**src/rtl/grc_pkg.sv**
```systemverilog
`timescale 1ns / 1ps
`default_nettype none

package grc_pkg;

	localparam int DEF_SCREEN_W = 320;
	localparam int DEF_SCREEN_H = 240;
	localparam int DEF_MAP_SIDE = 32;
	localparam int DEF_TEX_SIZE = 32;

	// shared divider: numerator and denominator widths
	localparam int DIV_NW = 52;
	localparam int DIV_DW = 24;
	localparam int DIV_CW = $clog2(DIV_NW);

	localparam int CFG_IW = 3;
	localparam int CFG_DW = 16;

	localparam logic ACT_WRITE = 1'b0;
	localparam logic ACT_CAST  = 1'b1;

	localparam logic [2:0] TILE_EMPTY = 3'd0;
	localparam logic [2:0] TILE_RED   = 3'd1;
	localparam logic [2:0] TILE_GREEN = 3'd2;
	localparam logic [2:0] TILE_BLUE  = 3'd3;
	localparam logic [2:0] TILE_WHITE = 3'd4;

	typedef enum logic [CFG_IW-1:0] {
		CFG_PLAYER_X,
		CFG_PLAYER_Y,
		CFG_VIEW_DIR_X,
		CFG_VIEW_DIR_Y,
		CFG_PLANE_X,
		CFG_PLANE_Y,
		CFG_TEXTURED,
		CFG_RENDER_LIMIT
	} cfg_idx_t;

	typedef struct packed {
		logic [14:0]        player_x;
		logic [14:0]        player_y;
		logic signed [15:0] view_dir_x;
		logic signed [15:0] view_dir_y;
		logic signed [15:0] camera_plane_x;
		logic signed [15:0] camera_plane_y;
		logic               textured_mode;
		logic [15:0]        render_limit;
	} cfg_t;

	typedef struct packed {
		logic       cast;
		logic [9:0] column;
		logic [4:0] cell_x;
		logic [4:0] cell_y;
		logic [2:0] cell_kind;
	} item_t;

	typedef struct packed {
		logic              start;
		logic [DIV_NW-1:0] num;
		logic [DIV_DW-1:0] den;
	} div_req_t;

	typedef struct packed {
		logic              done;
		logic [DIV_NW-1:0] quot;
		logic [DIV_DW-1:0] rem;
	} div_rsp_t;

	typedef enum logic [4:0] {
		S_CLEAR,
		S_IDLE,
		S_CAM,
		S_RAY_X,
		S_RAY_Y,
		S_DDX,
		S_DDX_W,
		S_DDY,
		S_DDY_W,
		S_INIT_X,
		S_INIT_Y,
		S_WALK,
		S_READ,
		S_NUM,
		S_PERP,
		S_PERP_W,
		S_HGT,
		S_HGT_W,
		S_TEX,
		S_MUL_HI,
		S_WDIV,
		S_WDIV_W,
		S_TEXCOL,
		S_FIN
	} back_state_t;

endpackage

`default_nettype wire

```
**src/rtl/grc_front.sv**
```systemverilog
`timescale 1ns / 1ps
`default_nettype none

module grc_front
	import grc_pkg::*;
(
	input  logic       clk,
	input  logic       arst_n,
	input  logic       in_valid,
	output logic       in_stall,
	input  logic       action,
	input  logic [9:0] column,
	input  logic [4:0] cell_x,
	input  logic [4:0] cell_y,
	input  logic [2:0] cell_kind,
	input  logic       hold,
	output logic       q_valid,
	output item_t      q_item,
	input  logic       q_pop
);

	item_t      fifo_q [2];
	logic       wr_q;
	logic       rd_q;
	logic [1:0] cnt_q;
	logic       push;
	item_t      item;

	assign in_stall = hold || (cnt_q == 2'd2);
	assign push     = in_valid && !in_stall;

	always_comb begin
		item.cast      = (action == ACT_CAST);
		item.column    = column;
		item.cell_x    = cell_x;
		item.cell_y    = cell_y;
		item.cell_kind = cell_kind;
	end

	always_ff @(posedge clk or negedge arst_n) begin
		if (!arst_n) begin
			wr_q  <= 1'b0;
			rd_q  <= 1'b0;
			cnt_q <= '0;
		end else begin
			if (push)
				wr_q <= ~wr_q;
			if (q_pop)
				rd_q <= ~rd_q;
			cnt_q <= cnt_q + {1'b0, push} - {1'b0, q_pop};
		end
	end

	always_ff @(posedge clk) begin
		if (push)
			fifo_q[wr_q] <= item;
	end

	assign q_valid = (cnt_q != 2'd0);
	assign q_item  = fifo_q[rd_q];

endmodule

`default_nettype wire

```
**config.mk**
```make
export PLATFORM = sky130hd
export DESIGN_NAME = grc_front
export DESIGN_NICKNAME = d
export VERILOG_FILES = /design/src/rtl/grc_pkg.sv /design/src/rtl/grc_front.sv
export SDC_FILE = /design/constraint.sdc
export NUM_CORES = 1
export LEC_CHECK = 0
export ABC_CLOCK_PERIOD_IN_PS = 2100
export BUFFER_PORTS_ARGS = -buffer_cell sky130_fd_sc_hd__buf_2
export CAP_MARGIN = 0
export CORE_MARGIN = 2
export CORE_UTILIZATION = 46
export DETAILED_ROUTE_END_ITERATION = 7
export MAX_ROUTING_LAYER = met4
export PLACE_DENSITY = 0.74
export SLEW_MARGIN = 20
export SYNTH_ARGS = -nofsm -noshare
export SYNTH_HDL_FRONTEND = slang
export SYNTH_SLANG_ARGS = --single-unit
```
**constraint.sdc**
```tcl
create_clock -name clk -period 2.1 [get_ports clk]
set_input_delay 0.42 -clock clk [delete_from_list [all_inputs] [get_ports clk]]
set_output_delay 0.42 -clock clk [all_outputs]
set_load 0.005 [all_outputs]
```
== Yosys cells after proc, flatten, opt, wreduce, memory -nomap -nowiden ==
Memories as Yosys holds them, arrays and structs flattened.
Index checks and enable logic that the tools add are counted.
Widths: inputs -> output; s select.

* $add $sub $neg: 2
* $mul: 0
* Div/mod/pow operators: 0
* Order comparisons: 0
* Equality and inequality tests: 1
* Shift-type cells: 0
* Mux-type cells: 2
* Bitwise logic cells: 2
* Reductions and logical operators: 4

{| class="wikitable"
|+ Operators by type and width
! operator !! number
|-
| $add 2x1->2 || 1
|-
| $eq 2x2->1 const B || 1
|-
| $mux 1 || 2
|-
| $not 1->1 || 2
|-
| $reduce_bool 2->1 || 1
|-
| $sub 2x1->2 || 1
|-
| $logic_and 1x1->1 || 1
|-
| $logic_not 1->1 || 1
|-
| $logic_or 1x1->1 || 1
|}

* Bits in registers: 4
* Latch bits: 0
* Memory bits (writable): 48
* ROM bits: 0
* Input port bits: 29
* Output and inout bits: 26
* Logic and storage cells: 15
* Memories kept: 1

{| class="wikitable"
|+ Memories
! name !! words !! width !! rd ports !! clocked after Yosys merged registers in !! wr ports !! line !! text
|-
| fifo_q || 2 || 24 || 1 || 0 || 1 || grc_front.sv:22 || <nowiki>item_t fifo_q [2];</nowiki>
|}

== Depth between registers and ports, before layout ==
* Depth in word-level cells: 6
* Mapped depth: 7
* Mapped depth without buffers: 7

== Worst setup path after synthesis ==
OpenSTA, ideal clock, no wires.

* Path type: input port to flip-flop
* Start point: input port hold
* End point: memory fifo_q[0][0] (netlist bit) (enable)
* Library setup time: 405 ps
* Arrival: 1692 ps
* Data required time: 1695 ps
* Setup slack: 3 ps
* Stages on the path: 2
* Buffers on the path: 0
* Cell sequence: nand3b_1 -> nor2_1

* Longest elaborated chain between the ends: 5

{| class="wikitable"
|+ RTL lines
! what !! line !! text
|-
| from (decl) || grc_front.sv:16 || <nowiki>input logic hold,</nowiki>
|-
| $logic_or 1x1->1 || grc_front.sv:29 || <nowiki>assign in_stall = hold || (cnt_q == 2'd2);</nowiki>
|-
| $logic_not 1->1 || grc_front.sv:30 || <nowiki>assign push = in_valid && !in_stall;</nowiki>
|-
| $logic_and 1x1->1 || grc_front.sv:30 ||
|-
| $mux 1 || grc_front.sv:55 || <nowiki>if (push)</nowiki>
|-
| $mux 1 (implied by the code) || grc_front.sv:56 || <nowiki>fifo_q[wr_q] <= item;</nowiki>
|-
| to (decl) || grc_front.sv:22 ||
|}

Every way passes these cells.

==> impl_metrics.csv <==
group,metric,value,unit
grt,grt_pass1_wl,4.86,mm
pwr,powerDensity,1120,mW/mm2
sta,fmax,508,MHz
clock_tree,clk_path_buf_depth,2,
clock_tree,numCtsBuffers,5,
pwr,vdd_drop_max,0.522,mV
grt,grt_overflow,0,
drt,first_iter_violations,48,
floorplan,dieArea,0.00497,mm2
drt,drc,0,
clock_tree,clock-sinks,52,
layout,final_util,57.5,%
drt,ant_nets,0,
critical_path,cp.required,1680,ps
run,drv_cap,0,
synthesis,synth_cell_types,14,
sta,final.min_clock_period,1970,ps
synthesis,ys_ff_latch,52,
critical_path,setup.worst_path.class,"flop to output port",
place,dp.cells,201,
pwr,p_total,2.77,mW
floorplan,core_area,0.00429,mm2
floorplan,row_count,24,
drt,vias_per_cell,4.87,
clock_tree,post_cts_resize_count,0,
sta,final_hold_viol_count,0,
place,place_congestion,0.680,
place,dp.final_hpwl,2.26,mm
clock_tree,cts_tree,"built",
grt,antenna_found_initial,0,
drt,vias,1023,
sta,finClkSkew,7.06,ps
sta,tns,0,ps
layout,drive_above_1_share,58.2,%
synthesis,synthesis.area,0.00204,mm2
critical_path,critPathMaxFanout,19,
synthesis,seq_area_frac_synth,75.7,%
synthesis,syn_nets,124,
layout,final_cells,210,
clock_tree,htree_levels,2,
floorplan,start_util,47.4,%
sta,slew_viol_final,0,
pwr,leakage,0.995,nW
synthesis,syn_area_per_cell,21.9,um2
hold_path,hp-class,"input port to flop",
clock_tree,clockRootBuffer,"clkbuf_8",
sta,rsz0062_at_grt,"false",
layout,n_antenna_cell,0,
clock_tree,clkLatencyLatePin,300,ps
layout,fin_nets,188,
floorplan,die_w,70.5,um
synthesis,synth_cells,93,
drt,dr.pass1.iters,2,
critical_path,cp.arrival,1550,ps
grt,grt_max_degree,20,
run_status,status,"finished, final reports clean",
drt,wl_per_cell,14.7,um
clock_tree,path_clk_slew,80,ps
sta,setup_viol,0,
floorplan,io_pins,55,
floorplan,chipHeight,70.5,um
critical_path,start_kind,"flop",
grt,track_usage,13.9,%
place,numPortBuffers,54,
critical_path,crit_path_end_kind,"output port",
drt,wirelength,3.08,mm
synthesis,yosys_warnings,0,
layout,area_growth,21.3,%
grt,grt_pass1_vias,1094,
sta,slew_headroom,76.7,%
sta,tightestPinTransition,350,ps
sta,fin_crit_sh,93.7,%
==> layer usage <==
metal	up-vias	share of wire (%)	GRT usage [%]
li1	481	-	-
met1	493	37	13.2
met2	39	54	24.1
met3	10	6.0	5.34
met4	0	3.1	7.48
met5	-	0	-
==> layout make-up <==
type,instances,area [um2]
clock buffer,6,72.6
clock inverter,2,11.3
fill,342,1830
inverter,2,7.51
multi-input combinational,36,440
sequential,52,1540
tap,52,65.1
timing repair buffer,60,330
==> synth_stat cells <==
cell type | n | area [um2]
buf_12 | 2 | 40.0
buf_6 | 1 | 11.3
dfrtp_1 | 4 | 100
edfxtp_1 | 48 | 1440
ha_1 | 2 | 25.0
inv_1 | 2 | 7.51
mux2_2 | 5 | 56.3
mux2_4 | 19 | 285
nand2b_1 | 2 | 12.5
nand3b_1 | 1 | 7.51
nor2_1 | 2 | 7.51
or2_2 | 1 | 6.26
xnor2_1 | 3 | 26.3
xor2_1 | 1 | 8.76
==> critical path: stages (launching register included) <==
cell and delay (ps):
dfrtp_1 560, buf_12 240, mux2_4 320, buf_2 130
==> stage by stage <==
step                worst slack (ps)  hold WS (ps)  area, um2
finish                           132           307       2470
global route                    31.7           286       2470
CTS                             95.9           294       2470
detailed placement               371           233       2370
global placement                 448           228       2370
floorplan                       3.33           124       2040
==> state kept, by name (all words and copies together) (netlist names) <==
signal and count:
wr_q 1, cnt_q 2, rd_q 1, fifo_q 48
==> placed cells by master (no fill, tap or decap), drive strengths merged <==
cell,n
dlygate4sd3,1
ha,2
nand2b,2
buf,59
edfxtp,48
nor2,2
clkinvlp,1
clkbuf,6
clkinv,1
mux2,24
inv,2
nand3b,1
dfrtp,4
or2,1
xnor2,3
xor2,1
==> kinds of logic after synthesis <==
group	share of synthesized area (%)
adders and majority gates	1.23
and+or+nand+nor	1.66
DFF	75.7
muxes	16.8
xor gates and xnor gates	1.72
buffers and inverters	2.89
==> what timing repair did <==
action | 4_1_cts | 5_1_grt
hold buffers | 1 | 0
buffers inserted | 0 | 0
endpoints found under the hold margin | 4 | 0
==> final timing paths <==
kind,end,from,slack (ps),cells past startpoint
setup / recovery,q_item[14],rd_q$_DFFE_PN0P_,130,3
hold / removal,fifo_q[0][21]$_DFFE_PP_,column[8],310,1
setup reg to reg,cnt_q[1]$_DFF_PN0_,cnt_q[1]$_DFF_PN0_,430,7
hold reg to reg,cnt_q[0]$_DFF_PN0_,cnt_q[0]$_DFF_PN0_,530,1
max in group asynchronous,wr_q$_DFFE_PN0P_,arst_n,1530,2
min in group asynchronous,cnt_q[1]$_DFF_PN0_,arst_n,450,2
==> power by group <==
group          switching (mW)  total (mW)  leakage [nW]  internal (mW)
sequential             0.0833        1.39         0.485           1.30
clock                   0.287       0.518        0.0388          0.231
combinational           0.353       0.871         0.471          0.518
No activity file was read; power rests on OpenSTA's default activity.
